<file path="config.mk">
export PLATFORM = sky130hd
export DESIGN_NAME = lpts_div_stage
export DESIGN_NICKNAME = d
export VERILOG_FILES = /design/src/hdl/lpts_pkg.sv /design/src/hdl/lpts_div_stage.sv
export SDC_FILE = /design/constraint.sdc
export NUM_CORES = 1
export LEC_CHECK = 0
export BUFFER_PORTS_ARGS = -buffer_cell sky130_fd_sc_hd__buf_2
export CORE_AREA = 2 2 313 315
export DETAILED_ROUTE_END_ITERATION = 6
export DIE_AREA = 0 0 315 317
export GPL_ROUTABILITY_DRIVEN = 0
export SLEW_MARGIN = 25
export SYNTH_ARGS = -nofsm -noshare
export SYNTH_HDL_FRONTEND = slang
export SYNTH_SLANG_ARGS = --single-unit
</file>
<file path="constraint.sdc">
create_clock -name clk_i -period 2.6 [get_ports clk_i]
set_clock_uncertainty 0.15 [all_clocks]
set_input_delay 0 -clock clk_i [delete_from_list [all_inputs] [get_ports clk_i]]
set_output_delay 0 -clock clk_i [all_outputs]
set_load 0.005 [all_outputs]
</file>
<file path="src/hdl/lpts_pkg.sv">
package lpts_pkg;

  localparam int unsigned MaxSlicesDef = 16;
  localparam int unsigned SidxMaxW     = 8;
  localparam int unsigned IdxW         = 20;
  localparam int unsigned CoordW       = 19;
  localparam int unsigned TimeW        = 28;
  localparam int unsigned ByteW        = 8;
  localparam int unsigned RangeW       = 40;
  localparam int unsigned SqW          = 37;
  localparam int unsigned R2W          = 39;
  localparam int unsigned FracW        = 17;
  localparam int unsigned CountW       = 5;
  localparam int unsigned CfgIdxW      = 3;
  localparam int unsigned CfgDataW     = 40;

  localparam logic [ByteW-1:0]  TagMask     = 8'h30;
  localparam logic [ByteW-1:0]  TagAllowedA = 8'h00;
  localparam logic [ByteW-1:0]  TagAllowedB = 8'h10;
  localparam logic [FracW-1:0]  FracSat     = 17'd131071;

  localparam logic [ByteW-1:0]  DecimateRst = 8'd1;
  localparam logic [RangeW-1:0] MinRangeRst = 40'd0;
  localparam logic [RangeW-1:0] MaxRangeRst = 40'd22500000000;
  localparam logic [CountW-1:0] CountRst    = 5'd1;
  localparam logic [TimeW-1:0]  WidthRst    = 28'd100000000;

  typedef enum logic [CfgIdxW-1:0] {
    RegDecimate = 3'd0,
    RegMinRange = 3'd1,
    RegMaxRange = 3'd2,
    RegTagCheck = 3'd3,
    RegSliceCnt = 3'd4,
    RegSliceW   = 3'd5
  } cfg_reg_e;

  typedef struct packed {
    logic [ByteW-1:0]    step;
    logic [RangeW-1:0]   min_r2;
    logic [RangeW-1:0]   max_r2;
    logic                tag_en;
    logic [SidxMaxW-1:0] cnt_m1;
    logic [TimeW-1:0]    width;
  } cfg_t;

  typedef struct packed {
    logic                     ok;
    logic                     rng_ok;
    logic [IdxW-1:0]          idx;
    logic [ByteW-1:0]         mrem;
    logic [TimeW-1:0]         t;
    logic [SidxMaxW-1:0]      q;
    logic                     big;
    logic [SqW-1:0]           sqx;
    logic [SqW-1:0]           sqy;
    logic [SqW-1:0]           sqz;
    logic [R2W-1:0]           r2;
    logic [TimeW:0]           prem;
    logic [FracW-1:0]         frac;
    logic                     sat;
    logic signed [CoordW-1:0] x;
    logic signed [CoordW-1:0] y;
    logic signed [CoordW-1:0] z;
    logic [ByteW-1:0]         refl;
    logic [ByteW-1:0]         ring;
  } pt_t;

endpackage

</file>
<file path="src/hdl/lpts_div_stage.sv">
module lpts_div_stage #(
  parameter bit          FIRST      = 1'b0,
  parameter int unsigned FRAC_STEPS = 4,
  parameter int unsigned MOD_STEPS  = 4
) (
  input  logic           clk_i,
  input  logic           rst_ni,
  input  logic           en_i,
  input  lpts_pkg::cfg_t cfg_i,
  input  logic           vld_i,
  input  lpts_pkg::pt_t  pt_i,
  output logic           vld_o,
  output lpts_pkg::pt_t  pt_o
);
  import lpts_pkg::*;

  logic          vld_q;
  pt_t           pt_q, pt_d;
  logic [ByteW:0] p9;
  logic [TimeW:0] p2;

  always_comb begin
    pt_d = pt_i;
    for (int i = 0; i < MOD_STEPS; i++) begin
      p9       = {pt_d.mrem, pt_d.idx[IdxW-1]};
      pt_d.idx = {pt_d.idx[IdxW-2:0], 1'b0};
      if (p9 >= {1'b0, cfg_i.step}) p9 = p9 - {1'b0, cfg_i.step};
      pt_d.mrem = p9[ByteW-1:0];
    end
    for (int i = 0; i < FRAC_STEPS; i++) begin
      if (FIRST && i == 0) p2 = pt_d.prem;
      else                 p2 = {pt_d.prem[TimeW-1:0], 1'b0};
      if (p2 >= {1'b0, cfg_i.width}) begin
        p2        = p2 - {1'b0, cfg_i.width};
        pt_d.frac = {pt_d.frac[FracW-2:0], 1'b1};
      end else begin
        pt_d.frac = {pt_d.frac[FracW-2:0], 1'b0};
      end
      pt_d.prem = p2;
    end
  end

  always_ff @(posedge clk_i or negedge rst_ni) begin
    if (!rst_ni) begin
      vld_q <= 1'b0;
    end else if (en_i) begin
      vld_q <= vld_i;
    end
  end

  always_ff @(posedge clk_i) begin
    if (en_i) pt_q <= pt_d;
  end

  assign vld_o = vld_q;
  assign pt_o  = pt_q;
endmodule

</file>
==> results.toml <==
[run_status]
status = "finished with violations"
violations = "setup timing"

[finish]
finalCoreUtilization_pct = 39.0
synthToLayoutAreaGrowth_pct = 98.8
share_of_post_route_cells_with_drive_strength_above_1_pct = 49.3
fillerInstances = 9137
fin_nets = 4111

[clocking]
cts_htree_levels = 2
cts_tree = "done"
clock_insertion_delay_worst_skew_ns = 0.59
numClockSinks = 334
clkSlewWorstSetupHoldPaths_ns = 0.06
cts_made_buffers = 41
ctsRootBufferMaster = "clkbuf_16"
clock_tree_buf_depth = 3

[synth]
netlist.area_leader.share_pct = 53.0
syn_inst = 1573
synthFlopType = "edfxtp_1"
synth.area.top_cells = "edfxtp_1 53%, ha_1 9.4%, mux2_2 3.9%"
simple_logic_cell_fraction_of_the_synthesized_area_pct = 9.49
synth_most_common_cell = "edfxtp_1"
synth.cells.most_frequent = "333 x edfxtp_1, 141 x ha_1, 137 x a21oi_1, 107 x nor2_1, 92 x inv_1"
syn_area_per_cell_um2 = 12.0
synth-edff-count = 333
ys.warnings.count = 0
post_synth_fa_ha_maj_area_fraction_pct = 9.88
dominant_combinational_cell_family_by_area_after_synthesis = "compound AO/OA/AOI/OAI gates"
synthArstFlopShare_pct = 0.299
synth.cell_area_um2 = 18900
proportion_of_synthesized_area_in_mux_cells_pct = 5.82
netlist-cell-type-count = 85
synth.ff_latch_count = 334
yosys.area_share.xor_xnor_pct = 4.97
ys_seq_area_share_pct = 53.1
synth-compound-area-share_pct = 14.0
synth_area_leader_cell = "edfxtp_1"

[drt]
num_vias = 20619
drt-total-wl_um = 89700
drc = 0
drt_first_iter_violations = 1140
antenna_violating_nets_post_route = 0
routed_length_per_instance_um = 18.6
drt_first_pass_iters = 5
avgViaCountPerCell = 4.28

[floorplan]
core_area_um2 = 96300
num_rows = 114
top_level_ports = 804
die-area_um2 = 99900
die_width_um = 315
initial_cell_density_of_the_core_pct = 19.6
die_h_um = 317

[critical_path]
critical-path-slowest-cell = "ha_2"
sort_of_element_at_the_end_of_the_critical_path = "flop"
worstSetupPathType = "input pin to flop"
cp.arrival_ns = 8.83
cpPeakStageDelay_ns = 0.36
worstPathMaxFanout = 8
critPathRequiredTime_ns = 2.77
path_common_cell = "buf_4"
startpoint_type = "input pin"
rrSetupSlack_ns = 1.13

[power_and_ir_drop]
pwr-share-seq_pct = 19.3
peakVddDrop_mv = 0.844
net-switching-power_mw = 14.7
p_sw_share_pct = 36.5
pint_mw = 25.5
power-per-cell-area_nw_per_um2 = 1070
cellLeakagePower_nw = 16.6
power.share.clock_pct = 13.7
combinationalPowerShare_pct = 67.0

[sta]
rsz0062_at_grt = "yes"
finalCritPeriodShare_pct = 333
period_needed_ns = 8.66
fmax_ghz = 0.115
timing.final.ws_setup_ns = -6.06
slew_at_the_pin_closest_to_its_max_slew_limit_ns = 0.849
setup_violations = 40
drv_slew = 0
timing.final.hold_violations = 0
setup_tns_ns = -218.21
timing.slew.headroom_pct = 43.1

[grt]
antenna_found_initial = 17
wire_length_of_the_first_global_routing_pass_um = 125000
via_count_of_the_first_global_routing_pass = 20987
grt_start_max_net_pins = 65
groute.usage.overall_pct = 16.6
grt_remaining_overflow = 0

[place]
post-dp-hpwl_um = 65700
io_buffers = 705

[flow_run]
timing.max_cap.violations = 0

[min_path]
hold_class = "input pin to flop"
## state kept, by name, summed over array words and instances, names as in the netlist
signal	cells
pt_o	333
vld_o	1
## per-stage QoR
step	hold slack [ns]	cells	setup slack, ns	instance area [um2]	power, mW
6_report	0.0220	4816	-6.06	37500	40.2
3_5_place_dp	-0.365	4083	-6.95	28600	29.3
2_1_floorplan	-0.446	1576	-6.29	19400	19.5
3_3_place_gp	-0.365	4083	-6.77	28600	29.2
5_1_grt	-0.00171	4815	-6.39	37500	42.7
4_1_cts	-0.176	4780	-5.85	36600	37.9
## layout by cell type (no fill, tap or decap), drive strengths merged, types with 5 or more instances in the layout
cell         count
o21a            20
mux2            88
o211ai           8
o31ai           10
a221o            6
o21bai           9
nand3           28
clkinvlp         9
nor3            22
a211oi          16
xnor2           71
mux2i            8
xor2            36
clkbuf          49
inv             89
a21o            44
diode            9
clkinv          24
nor2b           17
and2             6
nor2           107
edfxtp         333
a31oi           11
and3            12
nand2           85
fa               5
or2             11
nand4           24
buf           1351
ha             141
a21oi          137
dlygate4sd3    555
o21ai           83
o31a             5
a21boi          10
nand2b          23
## final cells by class
type                       instances  area (um2)  area share [%]
antenna                            9        22.5          0.0600
inverter                          94         392            1.04
multi-input combinational       1119        9970            26.6
tap                             1276        1600            4.26
timing repair buffer            1907       14200            37.9
clock buffer                      48        1050            2.81
timing repair inverter             2        16.3          0.0434
sequential                       334       10000            26.7
clock inverter                    27         216           0.577
## logic make-up after synthesis
kind of cell / after synthesis
adders and majority gates: 146
AOI/OAI and AO/OA: 402
DFF: 334
xor gates and xnor gates: 107
muxes: 96
other: 1
buffers and inverters: 123
and+or+nand+nor: 364
## power groups by stage
stage          logic, mW  registers [mW]  clock network (mW)
2_1_floorplan       11.9            7.64                   0
6_report            27.0            7.77                5.50
3_5_place_dp        21.5            7.84                   0
5_1_grt             29.0            7.82                5.83
4_1_cts             24.5            7.76                5.57
3_3_place_gp        21.3            7.87                   0
## layer usage
| metal | vias up | share of wire (%) | wire (um) | global-route usage [%] |
|---|---|---|---|---|
| li1 | 9813 | - | - | - |
| met5 | - | 0.059 | 53 | 0 |
| met1 | 9937 | 42 | 37300 | 20.3 |
| met4 | 10 | 2.3 | 2100 | 4.65 |
| met2 | 719 | 49 | 44100 | 28.8 |
| met3 | 140 | 6.9 | 6200 | 4.02 |
## timing repair
item	in CTS	in global routing
pin swaps	60	78
hold buffers	552	3
hold endpoints to repair	500	3
endpoints found under the setup margin	40	40
resized for setup	142	143
gates cloned	3	1
buffers inserted	68	28
## critical path: cells and delay by family
family | cells | cell delay (ns)
compound gates | 15 | 2.95
xor+xnor | 2 | 0.25
fa+ha+maj | 4 | 1.26
buf+inv | 15 | 2.04
mux | 4 | 1.25
simple gates | 6 | 1.05
## worst paths after layout
kind	start	endpoint	cells past startpoint
setup reg to reg	vld_o	vld_o	2
min in group asynchronous	rst_ni	vld_o	3
hold reg to reg	vld_o	vld_o	2
setup / recovery	cfg_i[17]	pt_o[104]	46
hold / removal	pt_i[210]	pt_o[210]	2
max in group asynchronous	rst_ni	vld_o	3
Power figures use the tool's default switching activity.
