==> config.mk <==
export PLATFORM = sky130hd
export DESIGN_NAME = lpts_front_flat
export DESIGN_NICKNAME = d
export VERILOG_FILES = /design/src/hdl/lpts_pkg.sv /design/src/hdl/lpts_in_if.sv /design/src/hdl/lpts_front.sv /design/src/flat_wrapper.sv
export SDC_FILE = /design/constraint.sdc
export NUM_CORES = 2
export LEC_CHECK = 0
export BUFFER_PORTS_ARGS = -buffer_cell sky130_fd_sc_hd__buf_2
export CAP_MARGIN = 20
export CORE_MARGIN = 2
export CORE_UTILIZATION = 45
export CTS_CLUSTER_SIZE = 30
export DETAILED_ROUTE_END_ITERATION = 6
export GPL_ROUTABILITY_DRIVEN = 0
export PLACE_DENSITY = 0.67
export SYNTH_ARGS = -nofsm -noshare
export SYNTH_HDL_FRONTEND = slang
export SYNTH_SLANG_ARGS = --single-unit
==> constraint.sdc <==
create_clock -name clk_i -period 10.75 [get_ports clk_i]
set_input_delay 0.5375 -clock clk_i [delete_from_list [all_inputs] [get_ports clk_i]]
set_output_delay 0.5375 -clock clk_i [all_outputs]
set_load 0.005 [all_outputs]
==> src/hdl/lpts_pkg.sv <==
package lpts_pkg;

  localparam int unsigned MaxSlicesDef = 16;
  localparam int unsigned SidxMaxW     = 8;
  localparam int unsigned IdxW         = 20;
  localparam int unsigned CoordW       = 19;
  localparam int unsigned TimeW        = 28;
  localparam int unsigned ByteW        = 8;
  localparam int unsigned RangeW       = 40;
  localparam int unsigned SqW          = 37;
  localparam int unsigned R2W          = 39;
  localparam int unsigned FracW        = 17;
  localparam int unsigned CountW       = 5;
  localparam int unsigned CfgIdxW      = 3;
  localparam int unsigned CfgDataW     = 40;

  localparam logic [ByteW-1:0]  TagMask     = 8'h30;
  localparam logic [ByteW-1:0]  TagAllowedA = 8'h00;
  localparam logic [ByteW-1:0]  TagAllowedB = 8'h10;
  localparam logic [FracW-1:0]  FracSat     = 17'd131071;

  localparam logic [ByteW-1:0]  DecimateRst = 8'd1;
  localparam logic [RangeW-1:0] MinRangeRst = 40'd0;
  localparam logic [RangeW-1:0] MaxRangeRst = 40'd22500000000;
  localparam logic [CountW-1:0] CountRst    = 5'd1;
  localparam logic [TimeW-1:0]  WidthRst    = 28'd100000000;

  typedef enum logic [CfgIdxW-1:0] {
    RegDecimate = 3'd0,
    RegMinRange = 3'd1,
    RegMaxRange = 3'd2,
    RegTagCheck = 3'd3,
    RegSliceCnt = 3'd4,
    RegSliceW   = 3'd5
  } cfg_reg_e;

  typedef struct packed {
    logic [ByteW-1:0]    step;
    logic [RangeW-1:0]   min_r2;
    logic [RangeW-1:0]   max_r2;
    logic                tag_en;
    logic [SidxMaxW-1:0] cnt_m1;
    logic [TimeW-1:0]    width;
  } cfg_t;

  typedef struct packed {
    logic                     ok;
    logic                     rng_ok;
    logic [IdxW-1:0]          idx;
    logic [ByteW-1:0]         mrem;
    logic [TimeW-1:0]         t;
    logic [SidxMaxW-1:0]      q;
    logic                     big;
    logic [SqW-1:0]           sqx;
    logic [SqW-1:0]           sqy;
    logic [SqW-1:0]           sqz;
    logic [R2W-1:0]           r2;
    logic [TimeW:0]           prem;
    logic [FracW-1:0]         frac;
    logic                     sat;
    logic signed [CoordW-1:0] x;
    logic signed [CoordW-1:0] y;
    logic signed [CoordW-1:0] z;
    logic [ByteW-1:0]         refl;
    logic [ByteW-1:0]         ring;
  } pt_t;

endpackage

==> src/hdl/lpts_in_if.sv <==
interface lpts_in_if;
  import lpts_pkg::*;
  logic                     valid;
  logic                     ready;
  logic                     coords_finite;
  logic [IdxW-1:0]          point_index;
  logic signed [CoordW-1:0] x_mm;
  logic signed [CoordW-1:0] y_mm;
  logic signed [CoordW-1:0] z_mm;
  logic [TimeW-1:0]         offset_ns;
  logic [ByteW-1:0]         tag_bits;
  logic [ByteW-1:0]         reflect_level;
  logic [ByteW-1:0]         ring_number;

  modport source (output valid, coords_finite, point_index, x_mm, y_mm, z_mm, offset_ns,
                  tag_bits, reflect_level, ring_number, input ready);
  modport sink (input valid, coords_finite, point_index, x_mm, y_mm, z_mm, offset_ns,
                tag_bits, reflect_level, ring_number, output ready);
endinterface

==> src/hdl/lpts_front.sv <==
module lpts_front #(
  parameter int unsigned SIDX_W = 4
) (
  input  logic           clk_i,
  input  logic           rst_ni,
  input  logic           en_i,
  input  lpts_pkg::cfg_t cfg_i,
  lpts_in_if.sink        in_i,
  output logic           vld_o,
  output lpts_pkg::pt_t  pt_o
);
  import lpts_pkg::*;

  logic          v1_q, v2_q, v3_q;
  pt_t           p1_q, p1_d, p2_q, p2_d, p3_q, p3_d;
  logic signed [2*CoordW-1:0] sx, sy, sz;
  logic [ByteW-1:0]      tb;
  logic [TimeW+SIDX_W-1:0] r;
  logic [SIDX_W-1:0]     qc;
  logic [TimeW+SIDX_W-1:0] prod;

  assign in_i.ready = en_i;

  always_comb begin
    sx = in_i.x_mm * in_i.x_mm;
    sy = in_i.y_mm * in_i.y_mm;
    sz = in_i.z_mm * in_i.z_mm;
    tb = in_i.tag_bits & TagMask;
    p1_d      = '0;
    p1_d.ok   = in_i.coords_finite &&
                (!cfg_i.tag_en || tb == TagAllowedA || tb == TagAllowedB);
    p1_d.idx  = in_i.point_index;
    p1_d.t    = in_i.offset_ns;
    p1_d.sqx  = sx[SqW-1:0];
    p1_d.sqy  = sy[SqW-1:0];
    p1_d.sqz  = sz[SqW-1:0];
    p1_d.x    = in_i.x_mm;
    p1_d.y    = in_i.y_mm;
    p1_d.z    = in_i.z_mm;
    p1_d.refl = in_i.reflect_level;
    p1_d.ring = in_i.ring_number;
  end

  always_comb begin
    p2_d     = p1_q;
    p2_d.r2  = R2W'(p1_q.sqx) + R2W'(p1_q.sqy) + R2W'(p1_q.sqz);
    p2_d.big = {TimeW'(0), p1_q.t} >= {cfg_i.width, SIDX_W'(0)};
    p2_d.q   = '0;
    r        = (TimeW+SIDX_W)'(p1_q.t);
    for (int b = SIDX_W - 1; b >= 0; b--) begin
      if (r >= ((TimeW+SIDX_W)'(cfg_i.width) << b)) begin
        r       = r - ((TimeW+SIDX_W)'(cfg_i.width) << b);
        p2_d.q[b] = 1'b1;
      end
    end
  end

  always_comb begin
    p3_d        = p2_q;
    p3_d.rng_ok = ({1'b0, p2_q.r2} >= cfg_i.min_r2) && ({1'b0, p2_q.r2} <= cfg_i.max_r2);
    qc          = (p2_q.big || p2_q.q[SIDX_W-1:0] > cfg_i.cnt_m1[SIDX_W-1:0]) ?
                  cfg_i.cnt_m1[SIDX_W-1:0] : p2_q.q[SIDX_W-1:0];
    prod        = (TimeW+SIDX_W)'(qc) * (TimeW+SIDX_W)'(cfg_i.width);
    p3_d.q      = SidxMaxW'(qc);
    p3_d.prem   = {1'b0, p2_q.t - prod[TimeW-1:0]};
    p3_d.sat    = p3_d.prem >= {cfg_i.width, 1'b0};
    p3_d.mrem   = '0;
    p3_d.frac   = '0;
  end

  always_ff @(posedge clk_i or negedge rst_ni) begin
    if (!rst_ni) begin
      v1_q <= 1'b0;
      v2_q <= 1'b0;
      v3_q <= 1'b0;
    end else if (en_i) begin
      v1_q <= in_i.valid;
      v2_q <= v1_q;
      v3_q <= v2_q;
    end
  end

  always_ff @(posedge clk_i) begin
    if (en_i) begin
      p1_q <= p1_d;
      p2_q <= p2_d;
      p3_q <= p3_d;
    end
  end

  assign vld_o = v3_q;
  assign pt_o  = p3_q;
endmodule

==> src/flat_wrapper.sv <==
// flat-port wrapper written by rule: the top's interface ports become plain ports
module lpts_front_flat import lpts_pkg::*;
#(
  parameter int unsigned SIDX_W = 4
)
  (clk_i, rst_ni, en_i, cfg_i, vld_o, pt_o, in_i_valid, in_i_coords_finite, in_i_point_index, in_i_x_mm, in_i_y_mm, in_i_z_mm, in_i_offset_ns, in_i_tag_bits, in_i_reflect_level, in_i_ring_number, in_i_ready);
  lpts_in_if in_i_i ();
  input  logic clk_i;
  input  logic rst_ni;
  input  logic en_i;
  input  lpts_pkg::cfg_t cfg_i;
  output logic vld_o;
  output lpts_pkg::pt_t pt_o;
  input wire logic [$bits(in_i_i.valid)-1:0] in_i_valid;
  input wire logic [$bits(in_i_i.coords_finite)-1:0] in_i_coords_finite;
  input wire logic [$bits(in_i_i.point_index)-1:0] in_i_point_index;
  input wire logic [$bits(in_i_i.x_mm)-1:0] in_i_x_mm;
  input wire logic [$bits(in_i_i.y_mm)-1:0] in_i_y_mm;
  input wire logic [$bits(in_i_i.z_mm)-1:0] in_i_z_mm;
  input wire logic [$bits(in_i_i.offset_ns)-1:0] in_i_offset_ns;
  input wire logic [$bits(in_i_i.tag_bits)-1:0] in_i_tag_bits;
  input wire logic [$bits(in_i_i.reflect_level)-1:0] in_i_reflect_level;
  input wire logic [$bits(in_i_i.ring_number)-1:0] in_i_ring_number;
  output wire logic [$bits(in_i_i.ready)-1:0] in_i_ready;
  assign in_i_i.valid = in_i_valid;
  assign in_i_i.coords_finite = in_i_coords_finite;
  assign in_i_i.point_index = in_i_point_index;
  assign in_i_i.x_mm = in_i_x_mm;
  assign in_i_i.y_mm = in_i_y_mm;
  assign in_i_i.z_mm = in_i_z_mm;
  assign in_i_i.offset_ns = in_i_offset_ns;
  assign in_i_i.tag_bits = in_i_tag_bits;
  assign in_i_i.reflect_level = in_i_reflect_level;
  assign in_i_i.ring_number = in_i_ring_number;
  assign in_i_ready = in_i_i.ready;
  lpts_front #(.SIDX_W(SIDX_W)) u_core (.clk_i(clk_i), .rst_ni(rst_ni), .en_i(en_i), .cfg_i(cfg_i), .in_i(in_i_i), .vld_o(vld_o), .pt_o(pt_o));
endmodule
==> metrics <==
status complete, no violations; Clk pin slew, worst setup/hold paths 0.06 ns; most used cell, CP a21o_1; critical path required time 11.20 ns; Critical Path End Type register; setup TNS 0 ns; DR WL/cell 19.2 µm; Vias/cell 5.16; hold_ws 0.0674 ns; fin crit period 10.20 ns; crit-path max FO 12; deepest clock path buffer count 3; Post-synth EDFFs 799; CTS sink cnt 802; total number of vias 49700; unrepaired setup endpoints after global routing no; Top Ports 598; async set or reset register ratio after synthesis 0.374%; Die Height 412 µm; CORE AREA 0.165 mm²; Ys Warns 0; multi-input logic area 0.0453 mm²; All-Layer GR Usage 22.3%; max_slew headroom 16.6%; Root Buffer clkbuf_16; Avg Inst Size Synth 11.4 µm²; prevailing post-synth register cell edfxtp_1; Starting Density 45.4%; crit path buf inv count 9; CTS H-tree depth 3; CP delay by family, top compound AO/OA/AOI/OAI gates; Yosys cell types 84; drt initial violations 3597; DR pass1 iterations 5; CP Launch Type register; nets 9385; vias in the first global route 53800; CTS tree done; Yosys reg bits 802; Worst Path Arrival 10.65 ns; Final Hold Fails 0; Core Rows 149; max cap viols 0; Critical-path top delay cell o41ai_4; Crit Path Category register to register; final period utilization 94.9%; initial antenna violation count 5; cts bufs inserted 92; DRC viols 0; largest stage delay on the critical path 0.46 ns; Area Growth Syn to Fin 13.8%; largest net degree at the start of global routing 173; Worst Tran Pin Value 1.25 ns; Final Skew 0.0547 ns; synthesized cell area 0.0749 mm²; total grt overflow 0; Fmax 98.0 MHz; fill cell instance count of the final layout 14500; Slew Viols, Final 0; layout cells sized above 1 13.6%; largest area contributor in the netlist edfxtp_1; final wirelength 185000 µm; Port Buf Inserts 545; HPWL after DPL 150000 µm; DRT antenna net count 0; Yosys top cell area share 32.0%; cells after synthesis 6569; Layout Utilization 51.6%; reg2reg setup slack 0.55 ns; synth top area cells edfxtp_1 (32%), fa_1 (29%), ha_1 (12%); FF+latch area 0.0241 mm²; sequential-to-total area share from yosys stat 32.1%; final setup vio count 0; worst skew pair latency 0.74 ns; first-pass GRT wire length 293000 µm; Die X 412 µm; Hold Path Class primary input to register; full die area 0.170 mm²
layout by cell type, fill, tap and decap left out, drive strengths merged, types with 8 or more instances in the layout:
cell and count:
and2 222, a211o 8, and3 32, bufinv 9, or2 14, clkbuf 103
a211oi 25, o21ai 176, clkinv 46, or3 18, nor2b 72, inv 1319
o211ai 17, xor2 84, clkinvlp 8, a31oi 20, nor2 329, o21a 64
a21boi 11, mux2 38, nand4 46, a21oi 255, o21bai 25, conb 33
buf 774, nand2b 84, o41ai 9, nor3 44, fa 1070, ha 696
edfxtp 799, o31ai 15, xnor2 214, dlygate4sd3 58, nand3 39, nand2 404
a21o 146
final cells by class:
cell class | count | area share, %
sequential | 802 | 28.2
inverter | 1316 | 5.79
clock inverter | 66 | 0.864
multi-input combinational | 4316 | 53.2
antenna | 2 | 0.00587
tap | 2189 | 3.21
clock buffer | 103 | 2.75
timing repair buffer | 832 | 5.97
logic make-up after synthesis:
group           synth area share (%)
fa+ha+maj                       40.2
simple gates                    8.57
buf+inv                         7.64
flops                           32.1
compound gates                  7.26
xor+xnor                        3.48
other cells                  0.00500
mux                            0.700
state kept, by name, summed over array words and instances, names as in the netlist:
name / cells
u_core.p1_q: 227
u_core.p2_q: 271
u_core.pt_o: 301
u_core.v1_q: 1
u_core.v2_q: 1
u_core.vld_o: 1
path summary, 6_finish.rpt:
path / from / end / cells after the start
worst max-delay path: u_core.p1_q[283] / u_core.p2_q[271] / 54
worst min-delay path: in_i_offset_ns[17] / u_core.p1_q[296] / 1
worst max register to register: u_core.p1_q[283] / u_core.p2_q[271] / 54
worst min register to register: u_core.p2_q[250] / u_core.pt_o[250] / 0
max in group asynchronous: rst_ni / u_core.v1_q / 2
min in group asynchronous: rst_ni / u_core.v2_q / 2
per-layer routing:
metal | up-vias | routed length (µm) | GRT usage (%)
li1 | 22900 | - | -
met2 | 1519 | 87600 | 37.2
met1 | 25000 | 77600 | 29.3
met5 | - | 7 | 0
met4 | 2 | 7380 | 8.67
met3 | 324 | 12000 | 3.55
per-stage QoR:
step | instances | setup WS [ns] | area, µm²
detailed placement | 9393 | 0.143 | 81500
finish | 9626 | 0.551 | 85300
floorplan | 6601 | 0.572 | 75000
CTS | 9620 | 0.349 | 85200
global placement | 9393 | 0.167 | 81500
global route | 9625 | 0.0263 | 85300
worst reg2reg max path, delay by kind of cell (launching register included):
kind,cells,cell delay [ns]
AND/OR/NAND/NOR,15,2.07
adder cells (fa/ha/maj),4,1.05
buffers and inverters,9,1.25
flip-flops,1,0.40
AO/OA/AOI/OAI,26,5.13
what timing repair did:
item                                    CTS  global route
buffers inserted                          0             4
endpoints found under the hold margin    60             0
endpoints found under the setup margin    0             1
hold buffers                             58             0
gates resized for setup                   0            18
cell usage after synthesis, drive strengths merged, types with 4 or more instances:
master,instances
a2111oi,6
a211o,8
a211oi,25
a21boi,11
a21o,146
a21oi,255
a311o,5
a31o,6
a31oi,20
a41o,7
a41oi,7
and2,222
and3,32
buf,46
clkbuf,121
edfxtp,799
fa,1070
ha,696
inv,1316
mux2,38
mux2i,7
nand2,404
nand2b,84
nand3,39
nand3b,4
nand4,46
nor2,329
nor2b,72
nor3,44
nor4,5
o211ai,17
o21a,64
o21ai,176
o21bai,25
o22ai,5
o31a,6
o31ai,15
o41ai,9
or2,14
or3,18
xnor2,214
xor2,84
Power is left out: the tool's default activity adds up to more than one toggle a clock period on the data nets, which glitch-free logic cannot reach.
