### src/hdl/lpts_pkg.sv
package lpts_pkg;

  localparam int unsigned MaxSlicesDef = 16;
  localparam int unsigned SidxMaxW     = 8;
  localparam int unsigned IdxW         = 20;
  localparam int unsigned CoordW       = 19;
  localparam int unsigned TimeW        = 28;
  localparam int unsigned ByteW        = 8;
  localparam int unsigned RangeW       = 40;
  localparam int unsigned SqW          = 37;
  localparam int unsigned R2W          = 39;
  localparam int unsigned FracW        = 17;
  localparam int unsigned CountW       = 5;
  localparam int unsigned CfgIdxW      = 3;
  localparam int unsigned CfgDataW     = 40;

  localparam logic [ByteW-1:0]  TagMask     = 8'h30;
  localparam logic [ByteW-1:0]  TagAllowedA = 8'h00;
  localparam logic [ByteW-1:0]  TagAllowedB = 8'h10;
  localparam logic [FracW-1:0]  FracSat     = 17'd131071;

  localparam logic [ByteW-1:0]  DecimateRst = 8'd1;
  localparam logic [RangeW-1:0] MinRangeRst = 40'd0;
  localparam logic [RangeW-1:0] MaxRangeRst = 40'd22500000000;
  localparam logic [CountW-1:0] CountRst    = 5'd1;
  localparam logic [TimeW-1:0]  WidthRst    = 28'd100000000;

  typedef enum logic [CfgIdxW-1:0] {
    RegDecimate = 3'd0,
    RegMinRange = 3'd1,
    RegMaxRange = 3'd2,
    RegTagCheck = 3'd3,
    RegSliceCnt = 3'd4,
    RegSliceW   = 3'd5
  } cfg_reg_e;

  typedef struct packed {
    logic [ByteW-1:0]    step;
    logic [RangeW-1:0]   min_r2;
    logic [RangeW-1:0]   max_r2;
    logic                tag_en;
    logic [SidxMaxW-1:0] cnt_m1;
    logic [TimeW-1:0]    width;
  } cfg_t;

  typedef struct packed {
    logic                     ok;
    logic                     rng_ok;
    logic [IdxW-1:0]          idx;
    logic [ByteW-1:0]         mrem;
    logic [TimeW-1:0]         t;
    logic [SidxMaxW-1:0]      q;
    logic                     big;
    logic [SqW-1:0]           sqx;
    logic [SqW-1:0]           sqy;
    logic [SqW-1:0]           sqz;
    logic [R2W-1:0]           r2;
    logic [TimeW:0]           prem;
    logic [FracW-1:0]         frac;
    logic                     sat;
    logic signed [CoordW-1:0] x;
    logic signed [CoordW-1:0] y;
    logic signed [CoordW-1:0] z;
    logic [ByteW-1:0]         refl;
    logic [ByteW-1:0]         ring;
  } pt_t;

endpackage

### src/hdl/lpts_cfg_if.sv
interface lpts_cfg_if;
  import lpts_pkg::*;
  logic                valid;
  logic                ready;
  logic [CfgIdxW-1:0]  index;
  logic [CfgDataW-1:0] data;

  modport source (output valid, index, data, input ready);
  modport sink (input valid, index, data, output ready);
endinterface

### src/hdl/lpts_cfg.sv
module lpts_cfg #(
  parameter int unsigned MAX_SLICES = lpts_pkg::MaxSlicesDef
) (
  input  logic           clk_i,
  input  logic           rst_ni,
  lpts_cfg_if.sink       cfg_i,
  output lpts_pkg::cfg_t cfg_o
);
  import lpts_pkg::*;

  logic [ByteW-1:0]  decim_q;
  logic [RangeW-1:0] min_q, max_q;
  logic              tag_q;
  logic [CountW-1:0] cnt_q;
  logic [TimeW-1:0]  width_q;
  logic [8:0]        cnt_c;

  assign cfg_i.ready = 1'b1;

  always_ff @(posedge clk_i or negedge rst_ni) begin
    if (!rst_ni) begin
      decim_q <= DecimateRst;
      min_q   <= MinRangeRst;
      max_q   <= MaxRangeRst;
      tag_q   <= 1'b0;
      cnt_q   <= CountRst;
      width_q <= WidthRst;
    end else if (cfg_i.valid) begin
      case (cfg_i.index)
        RegDecimate: decim_q <= cfg_i.data[ByteW-1:0];
        RegMinRange: min_q   <= cfg_i.data[RangeW-1:0];
        RegMaxRange: max_q   <= cfg_i.data[RangeW-1:0];
        RegTagCheck: tag_q   <= cfg_i.data[0];
        RegSliceCnt: cnt_q   <= cfg_i.data[CountW-1:0];
        RegSliceW:   width_q <= cfg_i.data[TimeW-1:0];
        default: ;
      endcase
    end
  end

  always_comb begin
    cnt_c = {4'd0, cnt_q};
    if (cnt_c == 9'd0) cnt_c = 9'd1;
    if (cnt_c > 9'(MAX_SLICES)) cnt_c = 9'(MAX_SLICES);
    cfg_o.step   = (decim_q == '0) ? ByteW'(1) : decim_q;
    cfg_o.min_r2 = min_q;
    cfg_o.max_r2 = max_q;
    cfg_o.tag_en = tag_q;
    cfg_o.cnt_m1 = SidxMaxW'(cnt_c - 9'd1);
    cfg_o.width  = (width_q == '0) ? TimeW'(1) : width_q;
  end
endmodule

### src/flat_wrapper.sv
// flat-port wrapper written by rule: the top's interface ports become plain ports
module lpts_cfg_flat import lpts_pkg::*;
#(
  parameter int unsigned MAX_SLICES = lpts_pkg::MaxSlicesDef
)
  (clk_i, rst_ni, cfg_o, cfg_i_valid, cfg_i_index, cfg_i_data, cfg_i_ready);
  lpts_cfg_if cfg_i_i ();
  input  logic clk_i;
  input  logic rst_ni;
  output lpts_pkg::cfg_t cfg_o;
  input wire logic [$bits(cfg_i_i.valid)-1:0] cfg_i_valid;
  input wire logic [$bits(cfg_i_i.index)-1:0] cfg_i_index;
  input wire logic [$bits(cfg_i_i.data)-1:0] cfg_i_data;
  output wire logic [$bits(cfg_i_i.ready)-1:0] cfg_i_ready;
  assign cfg_i_i.valid = cfg_i_valid;
  assign cfg_i_i.index = cfg_i_index;
  assign cfg_i_i.data = cfg_i_data;
  assign cfg_i_ready = cfg_i_i.ready;
  lpts_cfg #(.MAX_SLICES(MAX_SLICES)) u_core (.clk_i(clk_i), .rst_ni(rst_ni), .cfg_i(cfg_i_i), .cfg_o(cfg_o));
endmodule
### config.mk
export PLATFORM = sky130hd
export DESIGN_NAME = lpts_cfg_flat
export DESIGN_NICKNAME = d
export VERILOG_FILES = /design/src/hdl/lpts_pkg.sv /design/src/hdl/lpts_cfg_if.sv /design/src/hdl/lpts_cfg.sv /design/src/flat_wrapper.sv
export SDC_FILE = /design/constraint.sdc
export NUM_CORES = 1
export LEC_CHECK = 0
export ABC_AREA = 1
export BUFFER_PORTS_ARGS = -buffer_cell sky130_fd_sc_hd__buf_4
export CAP_MARGIN = 0
export CORE_ASPECT_RATIO = 0.6
export CORE_MARGIN = 8
export CORE_UTILIZATION = 52
export CTS_BUF_LIST = sky130_fd_sc_hd__clkbuf_8
export CTS_CLUSTER_DIAMETER = 80
export DETAILED_ROUTE_END_ITERATION = 8
export HOLD_SLACK_MARGIN = 0.12
export PLACE_DENSITY = 0.83
export SLEW_MARGIN = 10
export SYNTH_ARGS = -nofsm -noshare
export SYNTH_HDL_FRONTEND = slang
export SYNTH_SLANG_ARGS = --single-unit
export TNS_END_PERCENT = 10
### constraint.sdc
create_clock -name clk_i -period 1.45 [get_ports clk_i]
set_input_delay 0.2175 -clock clk_i [delete_from_list [all_inputs] [get_ports clk_i]]
set_output_delay 0.2175 -clock clk_i [all_outputs]
set_load 0.005 [all_outputs]
==> out/summary.txt <==
FLOORPLAN
------------------------------------------------------------------------------------------------------
Floorplan row count                                                                                 27
Y dimension of the die                                                                         91.8 um
Count of boundary I/O pins                                                                         172
Area enclosed by the die boundary                                                          13100 sq um
Horizontal die dimension                                                                        142 um
Effective utilization at floorplan                                                               53.8%
Standard cell core area                                                                     9260 sq um

CLOCK NETWORK
------------------------------------------------------------------------------------------------------
Clock sinks                                                                                        122
Clock transition at the register clock pins on the worst setup and hold paths after CTS        0.07 ns
Total CTS buffers                                                                                   17
CTS H-tree lvls                                                                                      4
TritonCTS clock tree                                                                             built
Root buffer cell                                                                              clkbuf_8
Clk Latency, worst-skew pair                                                                   0.41 ns
Max Buffers Root-to-Sink                                                                             2

PLACE
------------------------------------------------------------------------------------------------------
IO Port Bufs                                                                                       167
Post-Place Setup Slack                                                                       -0.113 ns
Placed instance area                                                                        6270 sq um
Estimated wirelength of the detail-placed design                                              10000 um
Placed cells                                                                                       783
Global placer's final weighted congestion                                                        0.810

SYNTH
------------------------------------------------------------------------------------------------------
Number of enable-type register cells in the synthesized netlist                                      0
Number of distinct library cells after synthesis                                                    25
Yosys synthesis warning count                                                                        0
Largest area contributor in the netlist                                                        dfrtp_1
Synth Area per Inst                                                                         9.36 sq um
Post-synthesis share of cell area spent on xor and xnor gates                                   0.176%
Complex-gate fraction of the synthesized area                                                    14.3%
Post-synthesis sequential area ratio                                                             62.0%
Top cells by area, synth                                                                  dfrtp_1 48%, dfstp_2 14%, nand2_1 10%, o21ai_1 5.7%, o21ai_0 4.7%
Synthesized-area fraction occupied by adder cells                                               0.251%
Proportion of synthesized flip-flops having asynchronous set or reset                             100%
Number of register bits inferred by synthesis                                                      122
Proportion of synthesized area in mux cells                                                         0%
Combinational family with the most area after synthesis                                   compound AO/OA/AOI/OAI gates
Post-synth design cell area                                                                 4980 sq um
Area fraction in and, or, nand and nor cells after synthesis                                     13.4%
Predominant post-synthesis flop cell                                                           dfrtp_1
Number of instances in the synthesized netlist                                                     532
Area fraction of the dominant cell type after synthesis                                          47.8%

SETUP PATH
------------------------------------------------------------------------------------------------------
Endpoint of the most critical register-to-register path                                   u_core.cnt_q[2]
CP max stage cell                                                                              dfrtp_1
Kind of cell with the highest combined delay on the critical path                           flip-flops
Setup CP Type                                                                             flip-flop to output pin
Register-to-Register Setup Slack                                                               0.48 ns
Delay of the slowest critical-path stage                                                       0.41 ns
Total buffers and inverters traversed by the critical path                                           1
R2r startpoint                                                                            u_core.cnt_q[2]
Endpoint kind of the worst setup timing path                                                output pin
Required @ worst endpoint                                                                      1.23 ns
Largest fanout of any net on the critical path                                                       3
Data arrival time of the critical path                                                         1.73 ns
Sequence of cells on the critical path                                                    nor2_2, nand3_2, nand2_2, nand2_4, ha_4, xnor2_2, buf_4
Count of cells along the worst register-to-register path                                             4
Element type at the critical path start                                                      flip-flop

GRT
------------------------------------------------------------------------------------------------------
Number of global-route vias before repair                                                         4506
Aggregate global-route resource usage                                                            23.2%
Wire length of the first global-routing pass                                                  23800 um
Largest net degree at the start of global routing                                                   67
Sum of overflow across all layers after global routing                                               0
Initial antenna violation count                                                                      0

DETAILED ROUTING
------------------------------------------------------------------------------------------------------
DRT Wirelength                                                                                14800 um
Number of vias per cell                                                                           4.97
Routed wire per std cell                                                                       17.4 um
Initial DRC count                                                                                  251
First-pass detailed-route iteration total                                                            5
Number of nets with antenna violations after detailed routing                                        0
Total via count in the routed design                                                              4236
DRC Markers                                                                                          0

TIMING
------------------------------------------------------------------------------------------------------
Final Slew Violations                                                                                0
Clock skew                                                                                        0 ns
Finish-stage setup viols                                                                             7
Final cycle utilization of the critical path                                                      135%
Tmin final                                                                                     1.95 ns
Highest clock frequency the design can meet                                                  0.513 GHz
Fin. Hold Viols                                                                                      0
Setup WS post-layout                                                                         -0.500 ns
Setup repair after global routing missed its margin                                                yes

CELLS AND AREA
------------------------------------------------------------------------------------------------------
Number of nets in the layout                                                                       758
Synth-to-Final Area Change                                                                       42.6%
Non-filler instance count after layout                                                             853
Cell area after layout                                                                      7100 sq um
Fraction of layout cells with a size suffix above 1                                              38.7%
Utilization after layout                                                                         76.7%
Filler Cells Inserted                                                                              617
Final antenna diode count                                                                            0

POWER AND IR DROP
------------------------------------------------------------------------------------------------------
Cell Pwr Density                                                                          1450 nW/um^2
Pleak                                                                                          3.67 nW
Maximum ir drop on the vdd rail                                                                1270 uV
Total power consumption of the routed design                                                   10.3 mW

MIN PATH
------------------------------------------------------------------------------------------------------
Depth of the worst hold-timing path                                                                  3
Start point of the worst min-delay path                                                   cfg_i_data[4]
End of the worst hold path                                                                u_core.decim_q[4]
Min-Delay Path Class                                                                      input port to flip-flop

RUN
------------------------------------------------------------------------------------------------------
Count of max-cap constraint violations                                                               0

RUN STATUS
------------------------------------------------------------------------------------------------------
Failing checks                                                                            setup timing
Status                                                                                    complete, but fails checks

cell usage in the layout, fill, tap and decap left out, drive strengths merged:
| master | n |
|---|---|
| nand3 | 6 |
| dfstp | 27 |
| dlygate4sd3 | 36 |
| inv | 50 |
| dfrtp | 95 |
| clkinv | 7 |
| o21bai | 1 |
| conb | 4 |
| nand2 | 139 |
| clkbuf | 18 |
| o21ai | 124 |
| ha | 1 |
| nor3 | 1 |
| nand4 | 1 |
| buf | 184 |
| bufinv | 3 |
| xnor2 | 1 |
| a31o | 1 |
| nor2 | 24 |
what timing repair did:
action / 4_1_cts / 5_1_grt
hold buffers: 35 / 1
cloned: 0 / 0
endpoints found under the setup margin: 7 / 7
endpoints found under the hold margin: 200 / 1
buffers inserted: 3 / 0
pin swaps: 12 / 7
resized for setup: 10 / 9
layer usage:
| metal | routed length (um) | track usage (%) | vias to the layer above |
|---|---|---|---|
| li1 | - | - | 2003 |
| met3 | 1780 | 11.6 | 10 |
| met1 | 5870 | 26.8 | 2036 |
| met2 | 7040 | 38.0 | 187 |
| met4 | 133 | 5.72 | 0 |
| met5 | 0 | 0 | - |
final cells by class:
| cell class | instances | area (sq um) | share of cell area [%] |
|---|---|---|---|
| Sequential cell | 122 | 3090 | 43.5 |
| Timing Repair Buffer | 220 | 1810 | 25.5 |
| Multi-Input combinational cell | 303 | 1480 | 20.9 |
| Clock buffer | 18 | 248 | 3.49 |
| Inverter | 47 | 176 | 2.48 |
| Tap cell | 130 | 163 | 2.29 |
| Clock inverter | 13 | 136 | 1.92 |
metrics by stage:
stage                     TNS, ns  hold WS [ns]
final                       -2.37         0.146
after global routing        -2.91         0.136
after CTS                   -2.41         0.123
after detailed placement   -0.226         0.259
after global placement          0         0.255
after floorplan                 0       -0.0781
Yosys cell counts, types with 2 or more instances:
| master | instances |
|---|---|
| inv_1 | 46 |
| conb_1 | 2 |
| dfrtp_1 | 95 |
| nand3_1 | 5 |
| clkbuf_1 | 35 |
| o21ai_1 | 57 |
| buf_6 | 4 |
| nor2_1 | 22 |
| dfstp_2 | 27 |
| clkbuf_2 | 4 |
| o21ai_2 | 20 |
| nand2_1 | 139 |
| buf_4 | 6 |
| o21ai_0 | 47 |
| buf_2 | 13 |
cell families after synthesis:
group	after synthesis
AND/OR/NAND/NOR	171
flip-flops	122
adder cells (fa/ha/maj)	1
other	2
buffers and inverters	109
XOR/XNOR	1
AO/OA/AOI/OAI	126
where the power goes:
group | internal [mW] | leakage [nW] | switching [mW]
clock network | 1.69 | 0.215 | 1.28
registers | 4.15 | 1.48 | 0.468
logic | 1.47 | 1.98 | 1.21
total | 7.32 | 3.67 | 2.96
how the worst max path moves through the flow:
stage | start | to | depth (start not counted)
floorplan | u_core.cnt_q[3] | cfg_o[32] | 6
CTS | u_core.cnt_q[0] | cfg_o[32] | 8
global placement | u_core.cnt_q[0] | cfg_o[32] | 8
finish | u_core.cnt_q[3] | cfg_o[30] | 7
detailed placement | u_core.cnt_q[3] | cfg_o[30] | 7
global route | u_core.cnt_q[3] | cfg_o[30] | 7
flip-flops by register name, summed over array words and instances, names as in the netlist:
name	count
u_core.min_q	40
u_core.width_q	28
u_core.decim_q	8
u_core.tag_q	1
u_core.max_q	40
u_core.cnt_q	5
worst register-to-register path: cells and delay by family, from the launching register on:
kind                   cells  cell delay (ns)
AO/OA/AOI/OAI              1             0.10
flip-flops                 1             0.40
buffers and inverters      2             0.28
AND/OR/NAND/NOR            1             0.07
Power figures use the tool's default switching activity.
